File: src/hdl/hrlp_pkg.sv
// types, codes and constants shared by the request line parser
`default_nettype none

package hrlp_pkg;

  typedef enum logic [3:0] {
    PH_IDLE   = 4'b0001,
    PH_METHOD = 4'b0010,
    PH_PATH   = 4'b0100,
    PH_DONE   = 4'b1000
  } phase_t;

  typedef enum logic [1:0] {
    ST_OK          = 2'd0,
    ST_INVALID     = 2'd1,
    ST_UNSUPPORTED = 2'd2,
    ST_TOO_LONG    = 2'd3
  } status_t;

  localparam logic [7:0] CH_SPACE = 8'h20;
  localparam logic [7:0] CH_NL    = 8'h0A;
  localparam logic [7:0] CH_NUL   = 8'h00;

  typedef struct packed {
    logic       is_status;
    logic [7:0] path_char;
    logic [7:0] path_position;
    status_t    status;
    logic       method_is_get;
  } result_t;

  function automatic logic is_delim(input logic [7:0] b);
    return (b == CH_SPACE) || (b == CH_NL) || (b == CH_NUL);
  endfunction

  // letters of the only supported method
  function automatic logic [7:0] get_letter(input logic [1:0] idx);
    logic [7:0] c;
    case (idx)
      2'd0:    c = 8'h47;
      2'd1:    c = 8'h45;
      2'd2:    c = 8'h54;
      default: c = 8'h00;
    endcase
    return c;
  endfunction

endpackage

`default_nettype wire

File: src/hdl/http_request_line_parser_core.sv
// request line parser top level with output register
`default_nettype none

// channel  | handshake           | word
// in_      | in_valid/in_ready   | data_byte, request_start
// out_     | out_valid/out_ready | is_status, path_char, path_position, status, method_is_get
//
// one byte per cycle while in_ready is high; a result appears in the cycle after its byte is taken
// the state update and result selection sit between the input port and the output register
// in_ready stays high while the output register is empty or being drained
// synchronous active-low reset returns the parser to idle and empties the output register

module http_request_line_parser_core #(
  parameter int METHOD_MAX  = 10,
  parameter int PATH_BUFFER = 256
) (
  input  wire logic       clk,
  input  wire logic       rst_n,
  input  wire logic       in_valid,
  output logic            in_ready,
  input  wire logic [7:0] in_data_byte,
  input  wire logic       in_request_start,
  output logic            out_valid,
  input  wire logic       out_ready,
  output logic            out_is_status,
  output logic [7:0]      out_path_char,
  output logic [7:0]      out_path_position,
  output logic [1:0]      out_status,
  output logic            out_method_is_get
);

  logic              in_accept;
  logic              res_valid;
  hrlp_pkg::result_t res;
  logic              out_valid_r, out_valid_nxt;
  hrlp_pkg::result_t out_res_r;

  assign in_ready  = !out_valid_r || out_ready;
  assign in_accept = in_valid && in_ready;

  hrlp_ctrl #(
    .METHOD_MAX  (METHOD_MAX),
    .PATH_BUFFER (PATH_BUFFER)
  ) u_ctrl (
    .clk           (clk),
    .rst_n         (rst_n),
    .accept        (in_accept),
    .data_byte     (in_data_byte),
    .request_start (in_request_start),
    .res_valid     (res_valid),
    .res           (res)
  );

  always_comb begin
    out_valid_nxt = out_valid_r;
    if (in_accept) begin
      out_valid_nxt = res_valid;
    end else if (out_ready) begin
      out_valid_nxt = 1'b0;
    end
  end

  always_ff @(posedge clk) begin
    if (!rst_n) begin
      out_valid_r <= 1'b0;
    end else begin
      out_valid_r <= out_valid_nxt;
    end
  end

  always_ff @(posedge clk) begin
    if (in_accept && res_valid) begin
      out_res_r <= res;
    end
  end

  assign out_valid         = out_valid_r;
  assign out_is_status     = out_res_r.is_status;
  assign out_path_char     = out_res_r.path_char;
  assign out_path_position = out_res_r.path_position;
  assign out_status        = out_res_r.status;
  assign out_method_is_get = out_res_r.method_is_get;

endmodule

`default_nettype wire

File: src/hdl/hrlp_ctrl.sv
// parser state and per-word result logic
`default_nettype none

module hrlp_ctrl #(
  parameter int METHOD_MAX  = 10,
  parameter int PATH_BUFFER = 256
) (
  input  wire logic              clk,
  input  wire logic              rst_n,
  input  wire logic              accept,
  input  wire logic [7:0]        data_byte,
  input  wire logic              request_start,
  output logic                   res_valid,
  output hrlp_pkg::result_t      res
);

  localparam int MCW = $clog2(METHOD_MAX + 1);
  localparam int PCW = $clog2(PATH_BUFFER);
  localparam logic [MCW-1:0] MC_MAX   = MCW'(METHOD_MAX);
  localparam logic [MCW-1:0] MC_GET   = MCW'(3);
  localparam logic [PCW-1:0] PC_LIMIT = PCW'(PATH_BUFFER - 2);

  hrlp_pkg::phase_t phase_r, phase_nxt;
  logic [MCW-1:0]   mc_r, mc_nxt;
  logic             gm_r, gm_nxt;
  logic [PCW-1:0]   pc_r, pc_nxt;

  hrlp_pkg::phase_t ph;
  logic [MCW-1:0]   mc;
  logic             gm;
  logic [PCW-1:0]   pc;
  logic [MCW-1:0]   mc_inc;
  logic [PCW+7:0]   pc_ext;
  logic             delim;

  always_comb begin
    ph     = request_start ? hrlp_pkg::PH_METHOD : phase_r;
    mc     = request_start ? '0 : mc_r;
    gm     = request_start ? 1'b1 : gm_r;
    pc     = request_start ? '0 : pc_r;
    mc_inc = mc + MCW'(1);
    pc_ext = {8'd0, pc};
    delim  = hrlp_pkg::is_delim(data_byte);

    phase_nxt = ph;
    mc_nxt    = mc;
    gm_nxt    = gm;
    pc_nxt    = pc;
    res_valid = 1'b0;
    res       = '0;

    case (ph)
      hrlp_pkg::PH_METHOD: begin
        if (!delim) begin
          if (mc < MC_GET) begin
            if (data_byte != hrlp_pkg::get_letter(mc[1:0])) gm_nxt = 1'b0;
          end else begin
            gm_nxt = 1'b0;
          end
          mc_nxt = mc_inc;
          if (mc_inc >= MC_MAX) begin
            phase_nxt  = hrlp_pkg::PH_DONE;
            res_valid  = 1'b1;
            res.is_status = 1'b1;
            res.status = hrlp_pkg::ST_INVALID;
          end
        end else if (mc == MC_GET && gm) begin
          if (data_byte == hrlp_pkg::CH_SPACE) begin
            phase_nxt = hrlp_pkg::PH_PATH;
            pc_nxt    = '0;
          end else begin
            phase_nxt         = hrlp_pkg::PH_DONE;
            res_valid         = 1'b1;
            res.is_status     = 1'b1;
            res.status        = hrlp_pkg::ST_INVALID;
            res.method_is_get = 1'b1;
          end
        end else begin
          phase_nxt     = hrlp_pkg::PH_DONE;
          res_valid     = 1'b1;
          res.is_status = 1'b1;
          res.status    = (mc == '0) ? hrlp_pkg::ST_INVALID : hrlp_pkg::ST_UNSUPPORTED;
        end
      end
      hrlp_pkg::PH_PATH: begin
        res_valid         = 1'b1;
        res.method_is_get = 1'b1;
        res.path_position = pc_ext[7:0];
        if (delim) begin
          phase_nxt     = hrlp_pkg::PH_DONE;
          res.is_status = 1'b1;
          res.status    = hrlp_pkg::ST_OK;
        end else if (pc >= PC_LIMIT) begin
          phase_nxt     = hrlp_pkg::PH_DONE;
          res.is_status = 1'b1;
          res.status    = hrlp_pkg::ST_TOO_LONG;
        end else begin
          pc_nxt        = pc + PCW'(1);
          res.path_char = data_byte;
        end
      end
      default: begin
      end
    endcase
  end

  always_ff @(posedge clk) begin
    if (!rst_n) begin
      phase_r <= hrlp_pkg::PH_IDLE;
      mc_r    <= '0;
      gm_r    <= 1'b1;
      pc_r    <= '0;
    end else if (accept) begin
      phase_r <= phase_nxt;
      mc_r    <= mc_nxt;
      gm_r    <= gm_nxt;
      pc_r    <= pc_nxt;
    end
  end

endmodule

`default_nettype wire

File: config.mk
export PLATFORM = sky130hd
export DESIGN_NAME = http_request_line_parser_core
export DESIGN_NICKNAME = d
export VERILOG_FILES = /design/src/hdl/hrlp_pkg.sv /design/src/hdl/http_request_line_parser_core.sv /design/src/hdl/hrlp_ctrl.sv
export SDC_FILE = /design/constraint.sdc
export NUM_CORES = 1
export LEC_CHECK = 0
export BUFFER_PORTS_ARGS = -buffer_cell sky130_fd_sc_hd__buf_2
export CAP_MARGIN = 15
export CORE_MARGIN = 2
export CORE_UTILIZATION = 51
export CTS_CLUSTER_SIZE = 8
export DETAILED_ROUTE_END_ITERATION = 12
export PLACE_DENSITY = 0.84
export SYNTH_ARGS = -nofsm -noshare
export SYNTH_HDL_FRONTEND = slang
export SYNTH_SLANG_ARGS = --single-unit
File: constraint.sdc
create_clock -name clk -period 5 [get_ports clk]
set_input_delay 0.75 -clock clk [delete_from_list [all_inputs] [get_ports clk]]
set_output_delay 0.75 -clock clk [all_outputs]
set_load 0.02 [all_outputs]
==> impl_results.md, run 1 <==
- Setup slack of the most critical reg-to-reg path: 2260 ps
- Per-cell routed wire length: 16.9 um
- Core area: 4090 um^2
- Row Count: 23
- Kind of capture point of the worst setup path: flop
- Worst hold endpoint: u_ctrl.phase_r[0]
- Clk_skew: 6.24 ps
- Unique cell type count in the Yosys netlist: 61
- Number of global-route vias before repair: 1645
- Diode count: 0
- Unrepaired setup endpoints after global routing: no
- Clock-pin slew reported for the worst setup and hold paths after clock tree synthesis: 70 ps
- Setup violations, final: 0
- Delay of the slowest cell on the worst path: 450 ps
- Post-synth design cell area: 2200 um^2
- Gr ovfl total: 0
- Wire length of the first global-routing pass: 8230 um
- Sinks on the clock net: 38
- Number of synthesized register bits: 38
- Worst r2r path cells: 8
- Dpl hpwl: 3640 um
- Buffers on Ports: 34
- Antenna violations before repair: 0
- Antenna violation net count after detailed routing: 0
- Nets: 277
- Global router's overall resource usage: 21.0%
- Initial detailed-routing violation count: 213
- Avg Synthesized Cell Area: 9.74 um^2
- Tightest Pin Transition: 634 ps
- Vertical die dimension: 69.7 um
- Highest Clock Rate: 0.301 GHz
- Arrival @ worst endpoint: 3320 ps
- CTS root buf: sky130_fd_sc_hd__clkbuf_8
- Sequential element share of the synthesized area: 43.6%
- Overall die area: 4860 um^2
- Max-cap viol count: 0
- Series of cell instances along the critical path: buf_2, nand2b_1, inv_1, ha_1, xnor2_1, a211oi_1, o21bai_1, a21oi_2, buf_8
- Slowest cell on the critical path: sky130_fd_sc_hd__a21oi_2
- Drt total wl: 5200 um
- Result of the run: finished clean
- Total power divided by cell area: 275 nW/um^2
- Share of async-settable or async-resettable flops after synthesis: 0%
- Gate count of the mapped netlist: 226
- Worst Slack Setup Final: 1680 ps
- Reg-to-Reg End: out_path_char[3]
- Setup total negative slack: 0 ps
- Slew HR: 57.5%
- Critical path peak fanout: 26
- Hold Startpoint: u_ctrl.phase_r[0]
- Final Max Slew Viols: 0
- DRC violation count after routing: 0
- Clk buf depth: 2
- Worst hold path depth: 2
- Gpl congestion: 0.902
- Number of clock buffers inserted by TritonCTS: 5
- Final std cell area, no fill: 2540 um^2
- Area post-placement: 2380 um^2
- Place WS: 1140 ps
- Total of cells resized after clock tree synthesis: 0
- CTS H-tree lvls: 2
- Cell total after placement: 299
- Most used DFF post-synth: sky130_fd_sc_hd__edfxtp_1
- Final worst path period need: 3320 ps
- Layout cells sized above 1: 22.5%
- Hold/Removal Path Class: flop to flop
- Startpoint of the worst register-to-register path: u_ctrl.mc_r[1]
- Endpoints failing hold: 0
- Post-CTS Repair Setup Buffers: 0
- Top cell type's share of synthesized area: 27.3%
- Worst Hold Margin: 495 ps
- TritonCTS clock tree: done
- LEAKAGE: 1.02 nW
- Number of vias per cell after detailed routing: 6.29
- Share of the cycle needed by the critical path after routing: 66.4%
- Number of enable-type register cells in the synthesized netlist: 20
- Initial DRT Pass Iterations: 4
- Pin count of the biggest net entering global routing: 27
- Area added between synthesis and finish: 15.5%
- Starting utilization of the core area: 53.9%
- Cell taking the most area after synthesis: sky130_fd_sc_hd__edfxtp_1
- Synthesized net count: 246
- PnR Total Power: 0.698 mW
- Busiest metal layer after global routing: met2
- CP Class: primary input to flop
- Met2 demand-to-capacity share in global routing: 33.9%
- I/O pin total: 35
- M3 GR Usage: 4.51%
- Element type at the critical path start: primary input
- Cell types occupying the most area after synthesis: sky130_fd_sc_hd__edfxtp_1 27%, sky130_fd_sc_hd__dfxtp_1 16%, sky130_fd_sc_hd__ha_1 4.0%
- Maximum resistive drop on vdd: 0.115 mV
- Post-Layout Cell Count: 308
- Die X: 69.7 um
- Count of warnings emitted by yosys: 0
- Share of the core filled with cells: 62.2%
- Met1 capacity usage during global routing: 29.0%
- Hold buffers post-CTS: 0
- Critical path data required time: 5000 ps
- Total via count in the routed design: 1937
- Clock Latency Late Sink: 290 ps
worst max-delay path, delay by kind of cell:
kind | cells | cell delay, ps
fa+ha+maj | 1 | 300
xor+xnor | 1 | 160
simple gates | 1 | 290
buf+inv | 3 | 700
compound gates | 3 | 1110
where the power goes:
group / switching [mW] / internal [mW] / total (mW)
Clock: 0.109 / 0.213 / 0.322
Combinational: 0.0306 / 0.0155 / 0.0461
Sequential: 0.00309 / 0.327 / 0.331
Total: 0.143 / 0.556 / 0.698
routing by layer:
layer,vias to the layer above,wire length (um)
met3,14,468
li1,914,-
met2,121,2470
met5,-,0
met4,0,80
met1,888,2180
how the worst max path moves through the flow:
stage                            to              from  slack (ps)  cells after the start
5_1_grt            out_path_char[1]  in_request_start        1540                      9
2_1_floorplan         out_is_status  in_request_start        1240                      9
3_5_place_dp       out_path_char[3]  in_request_start        1140                      8
3_3_place_gp   out_path_position[5]  in_request_start        1340                      8
4_1_cts            out_path_char[3]  in_request_start        1450                      8
6_report           out_path_char[3]  in_request_start        1680                      9
registers in the layout, indices dropped and copies added, names as in the netlist:
register / flops
u_ctrl.gm_r: 1
out_valid: 1
out_is_status: 1
u_ctrl.phase_r: 4
out_path_char: 8
out_status: 2
u_ctrl.pc_r: 8
out_path_position: 8
out_method_is_get: 1
u_ctrl.mc_r: 4
placed cells by master, fill, tap and decap left out, drive strengths merged, types with 2 or more instances in the layout:
| cell type | n |
|---|---|
| nand2 | 18 |
| a311oi | 2 |
| a32oi | 2 |
| and4 | 2 |
| buf | 35 |
| and2 | 11 |
| o21a | 2 |
| nor4 | 6 |
| and3 | 9 |
| nand3 | 13 |
| nor2 | 13 |
| clkbuf | 6 |
| a31oi | 4 |
| nor2b | 3 |
| a31o | 3 |
| or3 | 3 |
| edfxtp | 20 |
| inv | 4 |
| nor3 | 6 |
| o21ai | 12 |
| dfxtp | 18 |
| ha | 7 |
| a21oi | 15 |
| mux2i | 2 |
| xor2 | 5 |
| o211ai | 2 |
| o31ai | 3 |
| a32o | 2 |
| bufinv | 2 |
| nand2b | 6 |
cells by family after synthesis:
family                   after synthesis  synth area share (%)
XOR/XNOR                               6                  2.39
multiplexers                           2                 0.909
AO/OA/AOI/OAI                         60                  19.4
buffers and inverters                 16                  3.29
adder cells (fa/ha/maj)                7                  3.98
AND/OR/NAND/NOR                       97                  26.4
flip-flops                            38                  43.6
synthesized netlist by cell type, types with 4 or more instances:
library cell               instances
sky130_fd_sc_hd__nor2_1           13
sky130_fd_sc_hd__nand2_1          17
sky130_fd_sc_hd__nand3_1          13
sky130_fd_sc_hd__xor2_1            5
sky130_fd_sc_hd__dfxtp_1          18
sky130_fd_sc_hd__nand2b_1          6
sky130_fd_sc_hd__nor4_1            4
sky130_fd_sc_hd__edfxtp_1         20
sky130_fd_sc_hd__and3_1            8
sky130_fd_sc_hd__inv_1             4
sky130_fd_sc_hd__clkbuf_1          6
sky130_fd_sc_hd__ha_1              7
sky130_fd_sc_hd__and2_1           11
sky130_fd_sc_hd__a21oi_1          15
sky130_fd_sc_hd__o21ai_0          11
sky130_fd_sc_hd__a31oi_1           4
final cells by class:
class	instances	area (um^2)
timing repair buffer	35	185
inverter	5	18.8
clock buffer	6	82.6
sequential	38	961
tap	50	62.6
fill	338	1540
multi-input combinational	172	1170
clock inverter	2	60.1
No activity file was read; power rests on OpenSTA's default activity.
==> inputs of run 2 (changes only) <==
Settings changed: ABC_AREA set to 1.
Clock period 5 ns to 3.4 ns, I/O delays scaled along.
==> run 2 against run 1 <==
- the run now ends with DRC left
- via count up 6.4%
- clock-buffer cell count unchanged
- clock skew down 1.3 ps
==> impl_results.md, run 2 <==
- Gpl congestion: 0.927 (+2.8%)
- Max-cap viol count: 0 (unchanged)
- Count of warnings emitted by yosys: 0 (unchanged)
- Endpoints failing hold: 0 (unchanged)
- Clock-pin slew reported for the worst setup and hold paths after clock tree synthesis: 80 ps (about the same)
- Area share of fa/ha/maj cells after synthesis: 3.93% (-0.042 points)
- LEAKAGE: 1.21 nW (+19%)
- Number of synthesized register bits: 38 (unchanged)
- Global router's overall resource usage: 20.5% (-0.54 points)
- Unique cell type count in the Yosys netlist: 31 (-49%)
- PnR Total Power: 0.922 mW (+32%)
- Share of the cycle needed by the critical path after routing: 75.0%
- Setup total negative slack: 0 ps (unchanged)
- Cell with the most instances after synthesis: sky130_fd_sc_hd__nand2_1
- Xor and xnor area share after synthesis: 0.393% (-2.0 points)
- Cell taking the most area after synthesis: sky130_fd_sc_hd__edfxtp_1
- Fillers: 388 (+15%)
- Area used by multi-input combinational logic: 1030 um^2 (-12%)
- Gr ovfl total: 0 (unchanged)
- Tightest Pin Transition: 747 ps (+113 ps)
- Synth cell count leaders: 71 x sky130_fd_sc_hd__nand2_1, 41 x sky130_fd_sc_hd__nor2_1, 39 x sky130_fd_sc_hd__inv_1
- Avg Synthesized Cell Area: 7.55 um^2 (-23%)
- Number of vias per cell after detailed routing: 5.38 (-14%)
- Number of global-route vias before repair: 1839 (+12%)
- Vertical die dimension: 70.1 um (+0.51%)
- Result of the run: finished with violations
- Logic depth of the worst setup path including buffers: 12 (+3)
- Total via count in the routed design: 2060 (+6.4%)
- Synthesized net count: 315 (+28%)
- Post-synth design cell area: 2230 um^2 (+1.1%)
- Reg-to-Reg End: out_path_position[5]
- Pin count of the biggest net entering global routing: 22 (-19%)
- Nets: 350 (+26%)
- Final Max Slew Viols: 0 (unchanged)
- Setup slack of the most critical reg-to-reg path: 890 ps (-1370 ps)
- Antenna violations before repair: 0 (unchanged)
- Gate count of the mapped netlist: 295 (+31%)
- Most numerous cell on the critical path: sky130_fd_sc_hd__nand2_1
- Combinational family with the most area after synthesis: simple AND/OR/NAND/NOR gates
- Most used DFF post-synth: sky130_fd_sc_hd__edfxtp_1
- Hold/Removal Path Class: flop to flop
- Startpoint of the worst register-to-register path: u_ctrl.mc_r[0]
- Sequential cell area: 961 um^2 (unchanged)
- Commonest non-fill, non-tap cells in the layout: 71 x sky130_fd_sc_hd__nand2_1, 41 x sky130_fd_sc_hd__nor2_1, 39 x sky130_fd_sc_hd__inv_1
- Clk buf depth: 2 (unchanged)
- TritonCTS clock tree: done
- Overall die area: 4910 um^2 (+1.0%)
- Number of buffer and inverter instances along the worst setup path: 3 (unchanged)
- Violations in the final reports: DRC
- Initial detailed-routing violation count: 228 (+7.0%)
- Layout cells sized above 1: 21.5% (-1.0 points)
- Antenna violation net count after detailed routing: 0 (unchanged)
- Highest Clock Rate: 0.392 GHz
- Starting utilization of the core area: 52.2% (-1.7 points)
- Slew HR: 50.1% (-7.3 points)
- Drt total wl: 4780 um (-8.2%)
- Share of async-settable or async-resettable flops after synthesis: 0% (unchanged)
- Post-CTS Repair Setup Buffers: 0 (unchanged)
- Initial DRT Pass Iterations: 10 (+6)
- Cell types occupying the most area after synthesis: sky130_fd_sc_hd__edfxtp_1 27%, sky130_fd_sc_hd__dfxtp_1 16%, sky130_fd_sc_hd__nand2_1 12%
- Critical path data required time: 3320 ps (-1680 ps)
- Total power divided by cell area: 367 nW/um^2 (+34%)
- Element type at the critical path start: primary input
- Kind of capture point of the worst setup path: flop
- Per-cell routed wire length: 12.5 um (-26%)
- Setup violations, final: 0 (unchanged)
- Buffers on Ports: 34 (unchanged)
- Wire length of the first global-routing pass: 8070 um (-2.0%)
- Die X: 70.1 um (+0.51%)
- Compound-Gate Fraction of Synth Area: 12.7% (-6.7 points)
- Clock Latency Late Sink: 290 ps (about the same)
- Core area: 4260 um^2 (+4.3%)
- Simple-Gate Fraction of Synth Area: 29.2% (+2.8 points)
- Sequential element share of the synthesized area: 43.2% (-0.47 points)
- Row Count: 24 (+4.3%)
- Kind of cell with the highest combined delay on the critical path: buffers and inverters
- Total of cells resized after clock tree synthesis: 0 (unchanged)
- Clk_skew: 4.95 ps (-1.29 ps)
- Final worst path period need: 2550 ps
- CTS root buf: sky130_fd_sc_hd__clkbuf_8
- Top cell type's share of synthesized area: 27.0% (-0.29 points)
- DRC violation count after routing: 1 (+1)
- Capture point of the critical path: out_path_position[5]
- Diode count: 0 (unchanged)
- Dpl hpwl: 3540 um (-2.5%)
- Number of clock buffers inserted by TritonCTS: 5 (unchanged)
- Worst r2r path cells: 12 (+4)
- Series of cell instances along the critical path: buf_2, nor2_2, inv_1, ha_1, nor2_1, nand3_1, nand2_1, nand2_1, nand3_2, nand2_1, nand2_1, inv_1
- Number of enable-type register cells in the synthesized netlist: 20 (unchanged)
- Hold buffers post-CTS: 0 (unchanged)
- Slowest cell on the critical path: sky130_fd_sc_hd__inv_1
- Leading cell type in the layout, fill and taps excluded: sky130_fd_sc_hd__nand2_1
- Area added between synthesis and finish: 12.9%
- Critical path peak fanout: 20 (-23%)
- Delay of the slowest cell on the worst path: 560 ps (+110 ps)
- Unrepaired setup endpoints after global routing: no
- Startpoint of the worst setup timing path: in_request_start
- CTS H-tree lvls: 2 (unchanged)
- Share of cell area taken by muxes after synthesis: 0% (-0.91 points)
- I/O pin total: 35 (unchanged)
- Sinks on the clock net: 38 (unchanged)
- CP Class: primary input to flop
- Maximum resistive drop on vdd: 0.204 mV (+77%)
- Arrival @ worst endpoint: 2480 ps (-840 ps)
-- run 2: cell types whose count changed in the layout (fill, tap and decap cells not counted), moves of 5 or more --
cell and change:
sky130_fd_sc_hd__and2_1 -11, sky130_fd_sc_hd__and3_1 -8, sky130_fd_sc_hd__inv_1 +35, sky130_fd_sc_hd__inv_2 +6
sky130_fd_sc_hd__nand2_1 +54, sky130_fd_sc_hd__nand2_2 +6, sky130_fd_sc_hd__nand2b_1 -6, sky130_fd_sc_hd__nand3_1 -7
sky130_fd_sc_hd__nand4_1 +5, sky130_fd_sc_hd__nor2_1 +28, sky130_fd_sc_hd__o21ai_0 +11
-- run 2: cells by family (layout without fill, tap and decap cells) --
| family | Yosys count | count (layout) |
|---|---|---|
| buffers and inverters | 54 | 90 |
| AO/OA/AOI/OAI | 52 | 52 |
| adder cells (fa/ha/maj) | 7 | 7 |
| XOR/XNOR | 1 | 1 |
| flip-flops | 38 | 38 |
| AND/OR/NAND/NOR | 143 | 143 |
-- run 2: metrics by stage --
step,area [um^2],cells,util [%],setup slack (ps),hold WS (ps)
3_3_place_gp,2420,375,56.7,697,453
3_5_place_dp,2420,375,56.7,556,467
4_1_cts,2510,383,58.9,856,480
6_report,2510,383,58.9,849,479
2_1_floorplan,2230,295,-,957,435
5_1_grt,2510,383,58.9,652,500
-- run 2: final cells by class --
type                       instances  area share, %
clock buffer                       6           3.29
clock inverter                     2          0.498
inverter                          47           7.42
multi-input combinational        203           40.9
sequential                        38           38.2
tap                               52           2.59
timing repair buffer              35           7.07
-- run 2: tightest hold or removal path, cell delays in order, from the launching register on --
cell and delay [ps]:
sky130_fd_sc_hd__dfxtp_1 310, sky130_fd_sc_hd__nand2_1 80, sky130_fd_sc_hd__a21oi_2 50
-- run 2: how the worst min path moves through the flow --
stage,startpoint,to,cells past startpoint
CTS,u_ctrl.phase_r[3],u_ctrl.phase_r[3],2
finish,u_ctrl.phase_r[3],u_ctrl.phase_r[3],2
global placement,u_ctrl.gm_r,u_ctrl.gm_r,2
detailed placement,u_ctrl.phase_r[3],u_ctrl.phase_r[3],2
floorplan,u_ctrl.gm_r,u_ctrl.gm_r,2
global route,u_ctrl.phase_r[3],u_ctrl.phase_r[3],2
-- run 2: power breakdown --
group	internal (mW)	switching [mW]	leakage, nW
logic	0.0323	0.0675	0.786
clock network	0.163	0.163	0.0472
registers	0.489	0.00773	0.378
-- run 2: routing by layer --
layer	track usage [%]	vias to the layer above	share of wire, %
met3	4.33	9	7.5
li1	-	1021	-
met2	33.8	89	48
met1	25.8	941	42
met4	9.19	0	1.7
met5	0	-	0
